`src/hdl/bounded_priority_queue_fifo_ties_core_macros.svh`:
```
// ----------------------------------------------------------------------------
// Assertion macros for the bounded priority queue
// Clocked checks, with and without a reset gate; empty in synthesis builds.
// ----------------------------------------------------------------------------
`ifndef BOUNDED_PRIORITY_QUEUE_FIFO_TIES_CORE_MACROS_SVH
`define BOUNDED_PRIORITY_QUEUE_FIFO_TIES_CORE_MACROS_SVH

`ifndef SYNTHESIS
// check that holds at every edge out of reset
`define BPQ_ASSERT(lbl, prop, msg) \
  lbl: assert property (@(posedge clk) disable iff (!rst_n) prop) \
    else $error(msg);
// check that holds at every edge, reset included
`define BPQ_ASSERT_ALWAYS(lbl, prop, msg) \
  lbl: assert property (@(posedge clk) prop) \
    else $error(msg);
`else
`define BPQ_ASSERT(lbl, prop, msg)
`define BPQ_ASSERT_ALWAYS(lbl, prop, msg)
`endif

`endif

```
`src/hdl/bpq_pkg.sv`:
```
`timescale 1ns / 1ps
// ----------------------------------------------------------------------------
// bpq_pkg
// Types, codes and constants shared by the priority queue cells and top.
// ----------------------------------------------------------------------------
package bpq_pkg;

  localparam int DEPTH_DEFAULT = 5;
  localparam int ID_W          = 16;
  localparam int PRIO_W        = 8;
  localparam int STATUS_W      = 2;
  localparam int FILL_W        = 3;

  typedef enum logic {
    MODE_INSERT = 1'b0,
    MODE_POP    = 1'b1
  } mode_t;

  typedef enum logic [STATUS_W-1:0] {
    ST_INSERTED = 2'd0,
    ST_DROPPED  = 2'd1,
    ST_POPPED   = 2'd2,
    ST_EMPTY    = 2'd3
  } status_t;

  typedef enum logic [1:0] {
    CMD_IDLE   = 2'd0,
    CMD_INSERT = 2'd1,
    CMD_POP    = 2'd2
  } cmd_t;

  typedef struct packed {
    logic              valid;
    logic [PRIO_W-1:0] prio;
    logic [ID_W-1:0]   id;
  } entry_t;

  typedef struct packed {
    cmd_t              cmd;
    logic [PRIO_W-1:0] prio;
    logic [ID_W-1:0]   id;
  } cell_op_t;

  localparam entry_t ENTRY_EMPTY = '{valid: 1'b0, prio: '0, id: '0};

endpackage

```
`src/hdl/bpq_if.sv`:
```
`timescale 1ns / 1ps
// ----------------------------------------------------------------------------
// bpq channel interfaces
// Valid/ready channels for operation requests and queue results.
// ----------------------------------------------------------------------------
interface bpq_in_if;
  logic                        valid;
  logic                        ready;
  logic                        mode;
  logic [bpq_pkg::ID_W-1:0]    entry_id;
  logic [bpq_pkg::PRIO_W-1:0]  entry_priority;

  modport source (output valid, output mode, output entry_id, output entry_priority,
                  input ready);
  modport sink   (input valid, input mode, input entry_id, input entry_priority,
                  output ready);
endinterface

interface bpq_out_if;
  logic                          valid;
  logic                          ready;
  logic [bpq_pkg::STATUS_W-1:0]  status;
  logic [bpq_pkg::ID_W-1:0]      popped_id;
  logic [bpq_pkg::PRIO_W-1:0]    popped_priority;
  logic [bpq_pkg::FILL_W-1:0]    fill_level;

  modport source (output valid, output status, output popped_id, output popped_priority,
                  output fill_level, input ready);
  modport sink   (input valid, input status, input popped_id, input popped_priority,
                  input fill_level, output ready);
endinterface

```
`src/hdl/bpq_cell.sv`:
```
`timescale 1ns / 1ps
// ----------------------------------------------------------------------------
// bpq_cell
// One slot of the sorted chain: keeps, takes the new entry, or shifts.
// ----------------------------------------------------------------------------
module bpq_cell (
  input  logic              clk,
  input  logic              rst_n,
  input  bpq_pkg::cell_op_t op,
  input  bpq_pkg::entry_t   prev_ent,
  input  logic              prev_ge,
  input  bpq_pkg::entry_t   next_ent,
  output bpq_pkg::entry_t   ent,
  output logic              ge
);

  logic                        valid_r, valid_nxt;
  logic [bpq_pkg::PRIO_W-1:0]  prio_r, prio_nxt;
  logic [bpq_pkg::ID_W-1:0]    id_r, id_nxt;

  // new entry lands behind every held entry of equal or higher priority
  assign ge = valid_r && (prio_r >= op.prio);

  assign ent = '{valid: valid_r, prio: prio_r, id: id_r};

  always_comb begin
    valid_nxt = valid_r;
    prio_nxt  = prio_r;
    id_nxt    = id_r;
    case (op.cmd)
      bpq_pkg::CMD_INSERT: begin
        if (!ge) begin
          if (prev_ge) begin
            valid_nxt = 1'b1;
            prio_nxt  = op.prio;
            id_nxt    = op.id;
          end else begin
            valid_nxt = prev_ent.valid;
            prio_nxt  = prev_ent.prio;
            id_nxt    = prev_ent.id;
          end
        end
      end
      bpq_pkg::CMD_POP: begin
        valid_nxt = next_ent.valid;
        prio_nxt  = next_ent.prio;
        id_nxt    = next_ent.id;
      end
      default: begin
        valid_nxt = valid_r;
      end
    endcase
  end

  always_ff @(posedge clk) begin
    if (!rst_n) begin
      valid_r <= 1'b0;
    end else begin
      valid_r <= valid_nxt;
    end
  end

  always_ff @(posedge clk) begin
    prio_r <= prio_nxt;
    id_r   <= id_nxt;
  end

endmodule

```
`src/hdl/bounded_priority_queue_fifo_ties_core.sv`:
```
`timescale 1ns / 1ps
// ----------------------------------------------------------------------------
// bounded_priority_queue_fifo_ties_core
// Bounded max-priority queue, first-in-first-out among equal priorities.
// ----------------------------------------------------------------------------
// output: result registered, valid in the cycle after the operation beat is accepted
// throughput: one operation per cycle while results are taken; the bound is
//   the combinational compare-and-shift across the chain of DEPTH cells
// reset: synchronous, clears every cell's valid bit, the count and the output
//   valid flag; a new beat is accepted in the first cycle after reset
`include "bounded_priority_queue_fifo_ties_core_macros.svh"

module bounded_priority_queue_fifo_ties_core #(
  parameter int DEPTH = bpq_pkg::DEPTH_DEFAULT
) (
  input  logic       clk,
  input  logic       rst_n,
  bpq_in_if.sink     in_bus,
  bpq_out_if.source  out_bus
);

  localparam int CW = $clog2(DEPTH + 1);

  bpq_pkg::entry_t   ents [DEPTH];
  logic [DEPTH-1:0]  ge;
  logic [DEPTH-1:0]  vld_vec;
  logic [DEPTH-1:0]  vld_inc;
  logic [DEPTH-1:0]  order_ok;
  bpq_pkg::cell_op_t op;

  logic              accept;
  logic              full;
  logic              head_valid;
  logic [CW-1:0]     cnt_r, cnt_nxt;
  logic [CW+2:0]     cnt_ext;

  logic                             out_valid_r;
  logic [bpq_pkg::STATUS_W-1:0]     status_r, status_nxt;
  logic [bpq_pkg::ID_W-1:0]         pid_r, pid_nxt;
  logic [bpq_pkg::PRIO_W-1:0]       pprio_r, pprio_nxt;
  logic [bpq_pkg::FILL_W-1:0]       fill_r;

  assign in_bus.ready = !out_valid_r || out_bus.ready;
  assign accept       = in_bus.valid && in_bus.ready;
  assign full         = ents[DEPTH-1].valid;
  assign head_valid   = ents[0].valid;

  always_comb begin
    op.prio    = in_bus.entry_priority;
    op.id      = in_bus.entry_id;
    op.cmd     = bpq_pkg::CMD_IDLE;
    cnt_nxt    = cnt_r;
    status_nxt = bpq_pkg::ST_EMPTY;
    pid_nxt    = '0;
    pprio_nxt  = '0;
    if (in_bus.mode == bpq_pkg::MODE_INSERT) begin
      if (full) begin
        status_nxt = bpq_pkg::ST_DROPPED;
      end else begin
        status_nxt = bpq_pkg::ST_INSERTED;
        op.cmd     = accept ? bpq_pkg::CMD_INSERT : bpq_pkg::CMD_IDLE;
        cnt_nxt    = cnt_r + 1'b1;
      end
    end else if (head_valid) begin
      // head of the chain is the oldest of the highest priority
      status_nxt = bpq_pkg::ST_POPPED;
      pid_nxt    = ents[0].id;
      pprio_nxt  = ents[0].prio;
      op.cmd     = accept ? bpq_pkg::CMD_POP : bpq_pkg::CMD_IDLE;
      cnt_nxt    = cnt_r - 1'b1;
    end
  end

  assign cnt_ext = {3'b000, cnt_nxt};

  genvar i;
  generate
    for (i = 0; i < DEPTH; i++) begin : g_cell
      bpq_pkg::entry_t prev_ent;
      bpq_pkg::entry_t next_ent;
      logic            prev_ge;

      if (i == 0) begin : g_head
        assign prev_ent = bpq_pkg::ENTRY_EMPTY;
        assign prev_ge  = 1'b1;
      end else begin : g_mid
        assign prev_ent = ents[i-1];
        assign prev_ge  = ge[i-1];
      end

      if (i == DEPTH - 1) begin : g_tail
        assign next_ent    = bpq_pkg::ENTRY_EMPTY;
        assign order_ok[i] = 1'b1;
      end else begin : g_link
        assign next_ent    = ents[i+1];
        assign order_ok[i] = !ents[i+1].valid || (ents[i].valid &&
                             (ents[i].prio >= ents[i+1].prio));
      end

      assign vld_vec[i] = ents[i].valid;

      bpq_cell u_cell (
        .clk      (clk),
        .rst_n    (rst_n),
        .op       (op),
        .prev_ent (prev_ent),
        .prev_ge  (prev_ge),
        .next_ent (next_ent),
        .ent      (ents[i]),
        .ge       (ge[i])
      );
    end
  endgenerate

  assign vld_inc = vld_vec + 1'b1;

  always_ff @(posedge clk) begin
    if (!rst_n) begin
      cnt_r       <= '0;
      out_valid_r <= 1'b0;
    end else begin
      if (accept) begin
        cnt_r <= cnt_nxt;
      end
      if (accept) begin
        out_valid_r <= 1'b1;
      end else if (out_bus.ready) begin
        out_valid_r <= 1'b0;
      end
    end
  end

  always_ff @(posedge clk) begin
    if (accept) begin
      status_r <= status_nxt;
      pid_r    <= pid_nxt;
      pprio_r  <= pprio_nxt;
      fill_r   <= cnt_ext[bpq_pkg::FILL_W-1:0];
    end
  end

  assign out_bus.valid           = out_valid_r;
  assign out_bus.status          = status_r;
  assign out_bus.popped_id       = pid_r;
  assign out_bus.popped_priority = pprio_r;
  assign out_bus.fill_level      = fill_r;

  `BPQ_ASSERT(a_count_matches, $countones(vld_vec) == cnt_r, "count and valid cells disagree")
  `BPQ_ASSERT(a_valid_prefix, (vld_vec & vld_inc) == '0, "hole in the cell chain")
  `BPQ_ASSERT(a_sorted, &order_ok, "cell chain out of priority order")
  `BPQ_ASSERT(a_pop_shrinks, accept && op.cmd == bpq_pkg::CMD_POP |=> cnt_r == $past(cnt_r) - 1'b1, "pop did not remove one entry")

endmodule

```
`src/flat_wrapper.sv`:
```
// flat-port wrapper written by rule: the top's interface ports become plain ports
module bounded_priority_queue_fifo_ties_core_flat 
#(
  parameter int DEPTH = bpq_pkg::DEPTH_DEFAULT
)
  (clk, rst_n, in_bus_valid, in_bus_mode, in_bus_entry_id, in_bus_entry_priority, in_bus_ready, out_bus_valid, out_bus_status, out_bus_popped_id, out_bus_popped_priority, out_bus_fill_level, out_bus_ready);
  bpq_in_if in_bus_i ();
  bpq_out_if out_bus_i ();
  input  logic clk;
  input  logic rst_n;
  input wire logic [$bits(in_bus_i.valid)-1:0] in_bus_valid;
  input wire logic [$bits(in_bus_i.mode)-1:0] in_bus_mode;
  input wire logic [$bits(in_bus_i.entry_id)-1:0] in_bus_entry_id;
  input wire logic [$bits(in_bus_i.entry_priority)-1:0] in_bus_entry_priority;
  output wire logic [$bits(in_bus_i.ready)-1:0] in_bus_ready;
  output wire logic [$bits(out_bus_i.valid)-1:0] out_bus_valid;
  output wire logic [$bits(out_bus_i.status)-1:0] out_bus_status;
  output wire logic [$bits(out_bus_i.popped_id)-1:0] out_bus_popped_id;
  output wire logic [$bits(out_bus_i.popped_priority)-1:0] out_bus_popped_priority;
  output wire logic [$bits(out_bus_i.fill_level)-1:0] out_bus_fill_level;
  input wire logic [$bits(out_bus_i.ready)-1:0] out_bus_ready;
  assign in_bus_i.valid = in_bus_valid;
  assign in_bus_i.mode = in_bus_mode;
  assign in_bus_i.entry_id = in_bus_entry_id;
  assign in_bus_i.entry_priority = in_bus_entry_priority;
  assign in_bus_ready = in_bus_i.ready;
  assign out_bus_valid = out_bus_i.valid;
  assign out_bus_status = out_bus_i.status;
  assign out_bus_popped_id = out_bus_i.popped_id;
  assign out_bus_popped_priority = out_bus_i.popped_priority;
  assign out_bus_fill_level = out_bus_i.fill_level;
  assign out_bus_i.ready = out_bus_ready;
  bounded_priority_queue_fifo_ties_core #(.DEPTH(DEPTH)) u_core (.clk(clk), .rst_n(rst_n), .in_bus(in_bus_i), .out_bus(out_bus_i));
endmodule
```
`config.mk`:
```
export PLATFORM = sky130hd
export DESIGN_NAME = bounded_priority_queue_fifo_ties_core_flat
export DESIGN_NICKNAME = d
export VERILOG_FILES = /design/src/hdl/bpq_pkg.sv /design/src/hdl/bpq_if.sv /design/src/hdl/bpq_cell.sv /design/src/hdl/bounded_priority_queue_fifo_ties_core.sv /design/src/flat_wrapper.sv
export VERILOG_INCLUDE_DIRS = /design/src /design/src/hdl
export SDC_FILE = /design/constraint.sdc
export NUM_CORES = 1
export LEC_CHECK = 0
export ABC_AREA = 1
export BUFFER_PORTS_ARGS = -buffer_cell sky130_fd_sc_hd__buf_2
export CAP_MARGIN = 15
export CORE_ASPECT_RATIO = 0.6
export CORE_MARGIN = 2
export CORE_UTILIZATION = 60
export DETAILED_ROUTE_END_ITERATION = 12
export PLACE_DENSITY = 0.82
export SYNTH_ARGS = -nofsm -noshare
export SYNTH_HDL_FRONTEND = slang
export SYNTH_HIERARCHICAL = 1
export SYNTH_SLANG_ARGS = --single-unit
```
`constraint.sdc`:
```
create_clock -name clk -period 3.2 [get_ports clk]
set_input_delay 0.32 -clock clk [delete_from_list [all_inputs] [get_ports clk]]
set_output_delay 0.32 -clock clk [all_outputs]
set_load 0.02 [all_outputs]
```
* After elaboration in Yosys (flattened, before gate mapping)
Index checks and enable logic that the tools add are counted.
** Cells by class
- Reduce and logical (&&, ||, !) cells :: 16
- Add/sub/neg operators :: 2
- Magnitude comparators :: 5
- Muxes and demuxes :: 55
- Equality and inequality tests :: 7
** Operators by type and width (number)
- $pmux W16 S2 :: 5
- $mux W16 :: 9
- $pmux W8 S2 :: 5
- $mux W8 :: 9
- $ge A8 B8 Y1 :: 5
- $mux W1 :: 14
- $reduce_and A2 Y1 :: 6
- $mux W2 :: 5
- $ne A2 B2 Y1 const B :: 5
- $pmux W1 S2 :: 5
- $mux W3 :: 3
- $logic_and A1 B1 Y1 :: 6
- $reduce_bool A2 Y1 :: 2
- $add A3 B1 Y3 const B :: 1
- $sub A3 B1 Y3 const B :: 1
- $eq A2 B1 Y1 const B :: 1
- $eq A2 B2 Y1 const B :: 1
- $logic_not A1 Y1 :: 1
- $logic_or A1 B1 Y1 :: 1
** Storage, ports and cells
- Input bits :: 29
- Flip-flop bits (word level) :: 158
- Logic and storage cells :: 106

* Depth between registers and ports, before layout
Gate-level depths: netlist of run 1.
- Word-level depth :: 9
- Gate-level depth with buffers :: 17
- Depth with buffers taken out :: 15

* Cells and area by module
Netlist of run 1, hierarchy kept.
** Modules (own cells, without submodules)
- bpq_cell (u_core.g_cell[0].u_cell ...) :: area each 1530.2 um^2, seq. area each 740.7 um^2, instances 3, cells each 183
- bpq_cell (u_core.g_cell[3].u_cell ...) :: area each 1526.5 um^2, seq. area each 740.7 um^2, instances 2, cells each 183
- bounded_priority_queue_fifo_ties_core :: area each 1375.1 um^2, seq. area each 950.9 um^2, instances 1, cells each 131

* Worst setup path after synthesis of run 1
No wires, ideal clock.
- Kind :: register to register
- Start point :: register u_core.out_valid_r (netlist: u_core/out_bus.valid)
- End point :: register u_core/g_cell[0].u_cell/id_r[0] (netlist bit) (enable)
- Data arrival time :: 2.143 ns
- Buffers on the path :: 1
- Cell stages (with the launch flop) :: 7
- Required time :: 2.819 ns
- Slack :: 0.676 ns
- Library setup time :: 0.381 ns
- Cells stage by stage :: dfxtp_1 > nand2_2 > nand2_2 > nor2_1 > nand2_1 > buf_2 > nand2_1
** RTL lines
- from (decl) :: RTL line bounded_priority_queue_fifo_ties_core.sv:37 : logic out_valid_r;
- from (signal assigned) :: RTL line bounded_priority_queue_fifo_ties_core.sv:120 : out_valid_r <= 1'b0;
- from (signal assigned) :: RTL line bounded_priority_queue_fifo_ties_core.sv:126 : out_valid_r <= 1'b1;
- from (signal assigned) :: RTL line bounded_priority_queue_fifo_ties_core.sv:128 : out_valid_r <= 1'b0;
- to (signal assigned) :: RTL line bpq_cell.sv:65 : id_r <= id_nxt;
- to (decl) :: RTL line bpq_cell.sv:19 : logic [bpq_pkg::ID_W-1:0] id_r, id_nxt;

* Final worst setup path of run 1
- Start point :: register u_core/g_cell[0].u_cell/prio_r[5] (netlist bit)
- End point :: register u_core/g_cell[1].u_cell/prio_r[5] (netlist bit) (data pin)
** On the way
- Word-level cells in the longest chain between the ends :: 5
** Ends and longest elaborated chain
- from (decl) :: RTL line bpq_cell.sv:18 : logic [bpq_pkg::PRIO_W-1:0] prio_r, prio_nxt;
- from (signal assigned) :: RTL line bpq_cell.sv:64 : prio_r <= prio_nxt;
- $ge A8 B8 Y1 :: RTL line bpq_cell.sv:22 : assign ge = valid_r && (prio_r >= op.prio);
- $logic_and A1 B1 Y1 :: RTL line bpq_cell.sv:22
- net u_core.g_cell[1].prev_ge :: RTL line bounded_priority_queue_fifo_ties_core.sv:81 : logic prev_ge;
- $mux W8 :: RTL line bpq_cell.sv:33 : if (prev_ge) begin
- $mux W8 :: RTL line bpq_cell.sv:32 : if (!ge) begin
- $pmux W8 S2 :: RTL line bpq_cell.sv:30 : case (op.cmd)
- net u_core.g_cell[1].u_cell.prio_nxt (one bit) :: RTL line bpq_cell.sv:18
- to (signal assigned) :: RTL line bpq_cell.sv:64
- to (decl) :: RTL line bpq_cell.sv:18
The timed path passes the listed nets, and every way through them passes these cells. The select of a mux whose other input is x is not followed.
A chain may end at the register's enable or synchronous reset.

==> results.md, run 1 <==
* Post-cts sizing count at 0
* Power Density at 541 nW/um^2
* Fin area at 10200 um^2
* Routed wire length at 21.5 mm
* Via density at 5.48
* Total CTS buffers at 17
* Post-DP Area at between 9000 and 10000 um^2
* CTS sink cnt at 158
* DRT antenna net count at 0
* Slew Limit Fails at 0
* Initial antenna violation count at 0
* Skew final at between 0.015 and 0.02 ns
* Cts-stage hold buffer count at 0
* Slew headroom at about three fifths
* Initial core utilization at 61.8%
* Critical Path RT at about 3.4 ns
* # rows at 34
* I/O Buffers at between 50 and 60
* Setup TNS at 0 ns
* Die area at 16100 um^2
* Final nets at 1209
* Mean Syn Cell Area at about 8.6 um^2
* H-tree Lvls at 4
* P_leak at approximately 4.6 nW
* Worst Hold Depth at 1
* Reg-to-reg endpoint: u_core/g_cell[1].u_cell/prio_r[5]$_DFFE_PP_
* Grt ovf at 0
* Vias at between 7000 and 8000
* Peak VDD IR at approximately 290 uV
* Critical path class: flip-flop to flip-flop
* Vias in the first global route at between 7000 and 8000
* Hpwl dp at between 10 and 15 mm
* Hold endpoint: u_core/out_bus.status[1]$_DFFE_PP_
* CTS tree: built
* Die height at about 99 um
* Clock latency on the worst-skew pair at around 0.44 ns
* R2R cell count at 11
* Placer congestion estimate at approximately 0.86
* Highest Clock Rate at between 300 and 400 MHz
* Core Footprint at 14600 um^2
* Fin Hold WS at roughly 0.19 ns
* Hold_sp: in_bus_mode
* Hold Fails Final Rpt at 0
* WL per Instance at 15.9 um
* Maximum clock path buffer count at 2
* Die Wd at approximately 160 um
* Drt pass-1 iters at 5
* Worst-path clk slew at ~0.070 ns
* Root Buffer: clkbuf_16
* MaxCap Viol Count at 0
* Yosys warns at 6
* Antenna cells at 0
* R2R setup slack at 0.67 ns
* Total GRT Usage at between 20 and 30%
* Worst Tran Pin Value at 0.573 ns
* DRT iter0 DRCs at just under 800
* Final non-filler cell total at between 1000 and 1500
* Netlist Area Pre-Place at about 9000 um^2
* Placed insts at approximately 1300
* Critical Path End Type: flip-flop
* Area Growth Syn to Fin at 13.2%
* RSZ-0062 raised after global routing: no
* Critical R2R Launch: u_core/g_cell[0].u_cell/prio_r[5]$_DFFE_PP_
* Worst setup margin at around 0.67 ns
* Final Cycle Share at around four fifths
* Outcome: complete, no violations
* Ports at 60
* Pre-CTS setup slack at ~0.64 ns
* Mapped Cells at between 1000 and 1500
* Critical path fanouts, max at 31
* Largest net degree at the start of global routing at 37
* Layout Utilization at 69.9%
* # DRC at 0
* Proportion of layout cells with a drive suffix above 1 at 14.2%
* Fin crit period at 2.53 ns
* First-pass GRT wire length at roughly 35 mm
* Post-CTS setup buffer count at 0
* Total power at roughly 5.5 mW
* Hold crit path type: input port to flip-flop
* CP Launch Type: flip-flop
* Final setup vio count at 0
* Crit path DAT at between 2 and 3 ns
-- power breakdown --
group | switching (mW) | total [mW] | leakage, nW | internal, mW
clock network | 0.961 | 2.08 | 0.284 | 1.12
logic | 0.556 | 0.840 | 2.85 | 0.283
registers | 0.102 | 2.60 | 1.49 | 2.50
-- layout make-up --
type,instances,area (um^2)
tap,198,248
timing repair buffer,82,493
inverter,110,413
clock buffer,18,429
clock inverter,14,170
multi-input combinational,769,3800
fill,1099,4390
sequential,158,4650
-- worst max path at each step --
stage | from | endpoint | slack [ns] | cells after the start
after CTS | u_core/g_cell[0].u_cell/prio_r[7]$_DFFE_PP_ | u_core/g_cell[1].u_cell/prio_r[1]$_DFFE_PP_ | 0.76 | 10
after global routing | u_core/g_cell[3].u_cell/prio_r[5]$_DFFE_PP_ | u_core/g_cell[4].u_cell/prio_r[6]$_DFFE_PP_ | 0.56 | 11
after floorplan | u_core/out_bus.valid$_SDFFE_PN0P_ | u_core/g_cell[0].u_cell/id_r[0]$_DFFE_PP_ | 0.68 | 6
final | u_core/g_cell[0].u_cell/prio_r[5]$_DFFE_PP_ | u_core/g_cell[1].u_cell/prio_r[5]$_DFFE_PP_ | 0.67 | 11
after detailed placement | in_bus_entry_priority[7] | u_core/g_cell[1].u_cell/prio_r[1]$_DFFE_PP_ | 0.64 | 12
after global placement | in_bus_entry_priority[7] | u_core/g_cell[1].u_cell/prio_r[1]$_DFFE_PP_ | 0.74 | 12
-- state kept, by name, summed over array words and instances (netlist names), 2 cells and up --
register / flops
u_core/cnt_r: 3
u_core/g_cell.u_cell/id_r: 80
u_core/g_cell.u_cell/prio_r: 40
u_core/g_cell.u_cell/valid_r: 5
u_core/out_bus.fill_level: 3
u_core/out_bus.popped_id: 16
u_core/out_bus.popped_priority: 8
u_core/out_bus.status: 2
-- metal layers --
| layer | global-route usage, % | vias up | routed length (um) |
|---|---|---|---|
| li1 | - | 3626 | - |
| met2 | 45.9 | 303 | 10200 |
| met1 | 38.0 | 3427 | 9500 |
| met4 | 8.99 | 0 | 427 |
| met3 | 4.34 | 38 | 1320 |
| met5 | 0 | - | 0 |
-- critical path: stages, from the launching register on --
cell,delay [ns]
edfxtp_1,0.44
ha_1,0.33
a21oi_1,0.13
nor2_1,0.06
nor2_1,0.12
nand3_1,0.16
nand2_2,0.13
inv_1,0.07
inv_2,0.40
o21ai_1,0.19
a21oi_1,0.20
nor2_1,0.06
-- cells in the final DEF, fill, tap and decap left out --
cell	instances
edfxtp_1	149
dfxtp_1	9
a31oi_1	85
a21oi_1	50
nand2_4	5
clkinv_8	2
o21ai_1	24
o21ai_0	19
buf_2	59
clkbuf_1	1
nand4_1	5
buf_12	2
conb_1	51
nand2_2	14
buf_4	21
inv_8	6
nand2_1	236
bufinv_16	1
nand3_1	12
clkinvlp_4	3
clkbuf_16	17
nand3_2	6
ha_1	42
nor2_2	11
inv_2	8
a21o_1	5
inv_6	2
a21oi_2	6
nor2_1	198
inv_1	102
Power figures use the tool's default switching activity.
==> run 2, diff against run 1 <==
--- a/config.mk
+++ b/config.mk
@@ -11,9 +11,9 @@
 export CAP_MARGIN = 15
 export CORE_ASPECT_RATIO = 0.6
 export CORE_MARGIN = 2
-export CORE_UTILIZATION = 60
+export CORE_UTILIZATION = 55
 export DETAILED_ROUTE_END_ITERATION = 12
-export PLACE_DENSITY = 0.82
+export PLACE_DENSITY = 0.79
 export SYNTH_ARGS = -nofsm -noshare
 export SYNTH_HDL_FRONTEND = slang
 export SYNTH_HIERARCHICAL = 1
==> constraint.sdc (replaced) <==
create_clock -name clk -period 2.1 [get_ports clk]
set_input_delay 0.21 -clock clk [delete_from_list [all_inputs] [get_ports clk]]
set_output_delay 0.21 -clock clk [all_outputs]
set_load 0.02 [all_outputs]
==> run 2 against run 1 <==
Worst setup slack got worse by 0.73 ns. Fmax rose by 17%. Via count rose by 8.5%. Wire length rose by 18%. The run now ends with negative setup slack left. Non-clock buffer count rose by 61. Largest power group unchanged. First-iteration DRC count rose by 11%.
==> results.md, run 2 (synthesized netlist as in run 1, its figures left out) <==
* Outcome: complete, but fails checks (was complete, no violations)
* Violations in the final reports: negative setup slack
* Hold crit path type: input port to flip-flop (unchanged)
* Slowest stage cell on the critical path: edfxtp_1 (unchanged)
* CTS tree: built (unchanged)
* I/O Buffers at 59 (unchanged)
* Via density at 5.65 (was 5.48)
* Setup TNS at -0.166 ns (was 0 ns)
* Clock latency on the worst-skew pair at 0.43 ns (was 0.44 ns)
* Worst setup margin at -0.0662 ns (was 0.669 ns)
* # rows at 36 (was 34)
* DRT antenna net count at 0 (unchanged)
* H-tree Lvls at 4 (unchanged)
* Hold Fails Final Rpt at 0 (unchanged)
* Critical path class: flip-flop to flip-flop (unchanged)
* Die area at 17500 um^2 (was 16100 um^2)
* Area Growth Syn to Fin at 25.3% (was 13.2%)
* Worst-path clk slew at 0.08 ns (was 0.07 ns)
* Hold_sp: out_bus_ready (was in_bus_mode)
* Layout Utilization at 70.1% (was 69.9%)
* Crit path cell chain: ha_1, a21oi_1, nor2_1, nor2_1, nand3_1, nand2_2, inv_4, inv_6, buf_12, o21ai_1, a21oi_1, nor2_1 (was ha_1, a21oi_1, nor2_1, nor2_1, nand3_1, nand2_2, inv_1, inv_2, o21ai_1, a21oi_1, nor2_1)
* Initial antenna violation count at 0 (unchanged)
* Grt ovf at 0 (unchanged)
* Total power at 8.63 mW (was 5.52 mW)
* P_leak at 5.06 nW (was 4.62 nW)
* Peak VDD IR at 571 uV (was 293 uV)
* Routed wl met2 at 12.1 mm (was 10.2 mm)
* Hpwl dp at 15.8 mm (was 14.9 mm)
* CTS sink cnt at 158 (unchanged)
* Most flops, register: u_core/g_cell.u_cell/id_r (unchanged)
* Vias at 8024 (was 7394)
* Power Density at 764 nW/um^2 (was 541 nW/um^2)
* Slowest cell delay on critical path at 0.45 ns (was 0.44 ns)
* Top sig layer: met4 (unchanged)
* Maximum clock path buffer count at 2 (unchanged)
* CP Launch Point: u_core/g_cell[1].u_cell/prio_r[5]$_DFFE_PP_ (was u_core/g_cell[0].u_cell/prio_r[5]$_DFFE_PP_)
* First-pass GRT wire length at 37.0 mm (was 34.9 mm)
* Critical path fanouts, max at 8 (was 31)
* Cts-stage hold buffer count at 0 (unchanged)
* Crit path DAT at 2.34 ns (was 2.71 ns)
* Initial core utilization at 55.9% (was 61.8%)
* Skew final at 0.0166 ns (was 0.0165 ns)
* Top cell by count, worst path: nor2_1 (unchanged)
* Ports at 60 (unchanged)
* MaxCap Viol Count at 0 (unchanged)
* Commonest non-fill, non-tap cell in the layout: nand2_1 (unchanged)
* Critical R2R Launch: u_core/g_cell[1].u_cell/prio_r[5]$_DFFE_PP_ (was u_core/g_cell[0].u_cell/prio_r[5]$_DFFE_PP_)
* Fin crit period at 2.17 ns (was 2.53 ns)
* Die Wd at 169 um (was 162 um)
* Met3 WL post-DR at 2.05 mm (was 1.32 mm)
* Fin Hold WS at 0.0680 ns (was 0.186 ns)
* Placed insts at 1361 (was 1317)
* Final setup vio count at 7 (was 0)
* R2R setup slack at -0.07 ns (was 0.67 ns)
* Most frequent cells in the layout: nand2_1, nor2_1, edfxtp_1, inv_1, a31oi_1 (unchanged)
* Placer congestion estimate at 0.919 (was 0.857)
* Total GRT Usage at 27.3% (was 27.7%)
* Root Buffer: clkbuf_16 (unchanged)
* Largest net degree at the start of global routing at 49 (was 37)
* Drt pass-1 iters at 6 (was 5)
* Max reg flops at 80 (unchanged)
* Core Footprint at 16100 um^2 (was 14600 um^2)
* Final non-filler cell total at 1421 (was 1349)
* Final Cycle Share at 103% (was 79.1%)
* Pre-CTS setup slack at -0.0336 ns (was 0.637 ns)
* Routed wire length at 25.3 mm (was 21.5 mm)
* Total CTS buffers at 17 (unchanged)
* WL per Instance at 17.8 um (was 15.9 um)
* Slew Limit Fails at 0 (unchanged)
* RSZ-0062 raised after global routing: yes (was no)
* Critical Path RT at 2.28 ns (was 3.38 ns)
* CP Launch Type: flip-flop (unchanged)
* Antenna cells at 0 (unchanged)
* Final nets at 1270 (was 1209)
* Proportion of layout cells with a drive suffix above 1 at 23.0% (was 14.2%)
* Fin area at 11300 um^2 (was 10200 um^2)
* DRT iter0 DRCs at 868 (was 784)
* Post-DP Area at 10100 um^2 (was 9610 um^2)
* Vias in the first global route at 7427 (was 7192)
* Die height at 103 um (was 98.9 um)
* # DRC at 0 (unchanged)
* Met1 WL at 10.5 mm (was 9.50 mm)
* Highest Clock Rate at 462 MHz (was 395 MHz)
* Critical Path End Type: flip-flop (unchanged)
## run 2: cell count changes in the layout (fill, tap and decap cells not counted), sizes merged
cell / delta
clkinv: +4
inv: -2
clkbuf: +4
bufinv: -1
buf: +56
## run 2: final timing paths
check	to	cells past startpoint
setup / recovery	u_core/g_cell[2].u_cell/prio_r[1]$_DFFE_PP_	12
hold / removal	u_core/out_bus.valid$_SDFFE_PN0P_	4
setup reg to reg	u_core/g_cell[2].u_cell/prio_r[1]$_DFFE_PP_	12
hold reg to reg	u_core/out_bus.valid$_SDFFE_PN0P_	2
## run 2: per-layer routing
| layer | GRT usage, % | vias to the layer above |
|---|---|---|
| met5 | 0 | - |
| met4 | 10.8 | 0 |
| met3 | 4.03 | 61 |
| met2 | 46.0 | 446 |
| met1 | 36.6 | 3760 |
| li1 | - | 3757 |
## run 2: final cells by class
cell class | instances | area [um^2]
clock buffer | 17 | 425
clock inverter | 15 | 128
fill | 1193 | 4830
inverter | 110 | 440
multi-input combinational | 769 | 4090
sequential | 158 | 4650
tap | 209 | 262
timing repair buffer | 143 | 1290
## run 2: worst max-delay path, delay by kind of cell, from the launching register on
family                   cells  cell delay, ns
flip-flops                   1            0.45
AO/OA/AOI/OAI                3            0.45
AND/OR/NAND/NOR              5            0.42
adder cells (fa/ha/maj)      1            0.32
buffers and inverters        3            0.27
## run 2: where the power goes
| part | total [mW] | switching (mW) | internal (mW) |
|---|---|---|---|
| registers | 3.96 | 0.156 | 3.81 |
| clock network | 2.99 | 1.44 | 1.55 |
| logic | 1.67 | 1.00 | 0.668 |
## run 2: timing repair
action                                  4_1_cts  5_1_grt
cloned                                        0        5
resized for setup                             1       70
endpoints found under the setup margin        7      158
pin swaps                                     0       23
setup buffers                                 2       22
==> run 3, diff against run 2 <==
--- a/config.mk
+++ b/config.mk
@@ -7,10 +7,10 @@
 export NUM_CORES = 1
 export LEC_CHECK = 0
 export ABC_AREA = 1
+export ABC_CLOCK_PERIOD_IN_PS = 2100
 export BUFFER_PORTS_ARGS = -buffer_cell sky130_fd_sc_hd__buf_2
 export CAP_MARGIN = 15
 export CORE_ASPECT_RATIO = 0.6
-export CORE_MARGIN = 2
 export CORE_UTILIZATION = 55
 export DETAILED_ROUTE_END_ITERATION = 12
 export PLACE_DENSITY = 0.79
==> run 3 against run 2 <==
The flow still finishes with violations (negative setup slack). Cell area rose by 2.9%. Via count grew 1.5%. Combinational power up 8%. Sequential share of layout area fell by 1.2 points. First-iteration DRC count up 0.12%. Clock power grew 7.0%. Die area decreased by 3.1%. Wire length grew 2.9%. Flip-flop and latch count is the same. Total power up 3.9%. Register-to-register slack got worse by 0.02 ns. Critical path type unchanged.
==> results.md, run 3 (synthesized netlist as in run 1, its figures left out) <==
* P_leak at 5.19 nW (was 5.06 nW)
* Placed insts at 1360 (was 1361)
* Routed wire length at 26.0 mm (was 25.3 mm)
* Commonest non-fill, non-tap cell in the layout: nand2_1 (unchanged)
* Hpwl dp at 16.0 mm (was 15.8 mm)
* Area Growth Syn to Fin at 29.0% (was 25.3%)
* Fin crit period at 2.19 ns (was 2.17 ns)
* Initial core utilization at 57.5% (was 55.9%)
* Cts-stage hold buffer count at 0 (unchanged)
* Layout Utilization at 74.2% (was 70.1%)
* Antenna cells at 0 (unchanged)
* Top cell by count, worst path: nor2_1 (unchanged)
* Worst-path clk slew at 0.07 ns (was 0.08 ns)
* Pre-CTS setup slack at 0.00494 ns (was -0.0336 ns)
* Initial antenna violation count at 0 (unchanged)
* Setup TNS at -0.903 ns (was -0.166 ns)
* Peak VDD IR at 459 uV (was 571 uV)
* I/O Buffers at 59 (unchanged)
* Die Wd at 167 um (was 169 um)
* Hold Fails Final Rpt at 0 (unchanged)
* Worst setup margin at -0.0870 ns (was -0.0662 ns)
* Largest net degree at the start of global routing at 33 (was 49)
* Grt ovf at 0 (unchanged)
* H-tree Lvls at 4 (unchanged)
* Placer congestion estimate at 0.865 (was 0.919)
* Final Cycle Share at 104% (was 103%)
* Crit path cell chain: ha_4, a21oi_2, nor2_1, nor2_2, nand3_2, nand2_2, inv_4, inv_8, clkbuf_16, o21ai_1, a21oi_1, nor2_1 (was ha_1, a21oi_1, nor2_1, nor2_1, nand3_1, nand2_2, inv_4, inv_6, buf_12, o21ai_1, a21oi_1, nor2_1)
* Final nets at 1281 (was 1270)
* # DRC at 0 (unchanged)
* Drt pass-1 iters at 6 (unchanged)
* Skew final at 0.0134 ns (was 0.0166 ns)
* # rows at 35 (was 36)
* Fin Hold WS at 0.0691 ns (was 0.0680 ns)
* Hold crit path type: input port to flip-flop (unchanged)
* Post-DP Area at 10200 um^2 (was 10100 um^2)
* Total power at 8.96 mW (was 8.63 mW)
* Final non-filler cell total at 1426 (was 1421)
* Slew Limit Fails at 0 (unchanged)
* Fillers at 1091 (was 1193)
* Fin area at 11600 um^2 (was 11300 um^2)
* Total GRT Usage at 28.6% (was 27.3%)
* CP Launch Type: flip-flop (unchanged)
* Clock latency on the worst-skew pair at 0.42 ns (was 0.43 ns)
* MaxCap Viol Count at 0 (unchanged)
* DRT iter0 DRCs at 869 (was 868)
* RSZ-0062 raised after global routing: yes (unchanged)
* Final setup vio count at 47 (was 7)
* Highest Clock Rate at 457 MHz (was 462 MHz)
* Critical path class: flip-flop to flip-flop (unchanged)
* Most frequent cells in the layout: nand2_1, nor2_1, edfxtp_1, inv_1, a31oi_1 (unchanged)
* Max reg flops at 80 (unchanged)
* Maximum clock path buffer count at 2 (unchanged)
* Slowest stage cell on the critical path: edfxtp_1 (unchanged)
* Most flops, register: u_core/g_cell.u_cell/id_r (unchanged)
* CTS sink cnt at 158 (unchanged)
* Core Footprint at 15700 um^2 (was 16100 um^2)
* Total CTS buffers at 17 (unchanged)
* CTS tree: built (unchanged)
* Power Density at 771 nW/um^2 (was 764 nW/um^2)
* Slowest cell delay on critical path at 0.45 ns (about the same)
* First-pass GRT wire length at 37.4 mm (was 37.0 mm)
* DRT antenna net count at 0 (unchanged)
* WL per Instance at 18.2 um (was 17.8 um)
* Vias in the first global route at 7422 (was 7427)
* Critical Path End Type: flip-flop (unchanged)
* Die area at 16900 um^2 (was 17500 um^2)
* Critical Path RT at 2.28 ns (about the same)
* Ports at 60 (unchanged)
* Vias at 8145 (was 8024)
* Root Buffer: clkbuf_16 (unchanged)
* Via density at 5.71 (was 5.65)
* Die height at 101 um (was 103 um)
* Critical path fanouts, max at 5 (was 8)
* Crit path DAT at 2.36 ns (was 2.34 ns)
* Outcome: complete, but fails checks (unchanged)
* Violations in the final reports: negative setup slack (unchanged)
* Proportion of layout cells with a drive suffix above 1 at 25.4% (was 23.0%)
run 3: changes by cell type in the layout (fill, tap and decap cells not counted), moves of 3 or more:
cell | before | now
a21oi_1 | 45 | 29
a21oi_2 | 11 | 26
nand2_2 | 35 | 25
nand2_1 | 215 | 221
o21ai_0 | 15 | 9
o21ai_2 | 6 | 11
buf_12 | 21 | 25
buf_4 | 54 | 58
inv_8 | 5 | 1
nand2_4 | 5 | 9
buf_6 | 3 | 6
bufinv_16 | 0 | 3
run 3: area by class of cell:
type,instances,area [um^2],share of cell area (%)
repair buffers,154,1440,12.4
well taps,203,254,2.18
inverters,110,438,3.77
multi-input cells,769,4250,36.5
flip-flops and latches,158,4650,40.0
clock inverters,13,164,1.41
clock buffers,19,433,3.72
run 3: repair_timing:
item | 4_1_cts | 5_1_grt
endpoints found under the setup margin | 26 | 156
pin swaps | 6 | 42
endpoints found under the hold margin | 0 | 0
buffers inserted | 4 | 27
resized for setup | 12 | 102
cloned | 1 | 4
run 3: final timing paths:
check                                                                  from                                          end  slack [ns]  cells past startpoint
worst max-delay path            u_core/g_cell[2].u_cell/prio_r[5]$_DFFE_PP_  u_core/g_cell[3].u_cell/prio_r[4]$_DFFE_PP_       -0.09                     12
worst min-delay path                                          out_bus_ready            u_core/out_bus.valid$_SDFFE_PN0P_        0.07                      4
worst max register to register  u_core/g_cell[2].u_cell/prio_r[5]$_DFFE_PP_  u_core/g_cell[3].u_cell/prio_r[4]$_DFFE_PP_       -0.09                     12
worst min register to register            u_core/out_bus.valid$_SDFFE_PN0P_            u_core/out_bus.valid$_SDFFE_PN0P_        0.50                      2
run 3: critical path, delay by kind of cell (launching register included):
family,cells,cell delay (ns)
AO/OA/AOI/OAI,3,0.38
adder cells (fa/ha/maj),1,0.26
buffers and inverters,3,0.29
flip-flops,1,0.45
AND/OR/NAND/NOR,5,0.55
run 3: routing by layer:
layer  part of all wire [%]  GRT usage, %  vias up
met1                     41          37.8     3843
met2                     48          48.2      440
met4                    3.1          10.2        0
li1                       -             -     3780
met5                      0             0        -
met3                    7.7          4.88       82
run 3: power breakdown:
part | switching (mW) | internal, mW
Clock | 1.32 | 1.88
Sequential | 0.155 | 3.81
Combinational | 1.06 | 0.737
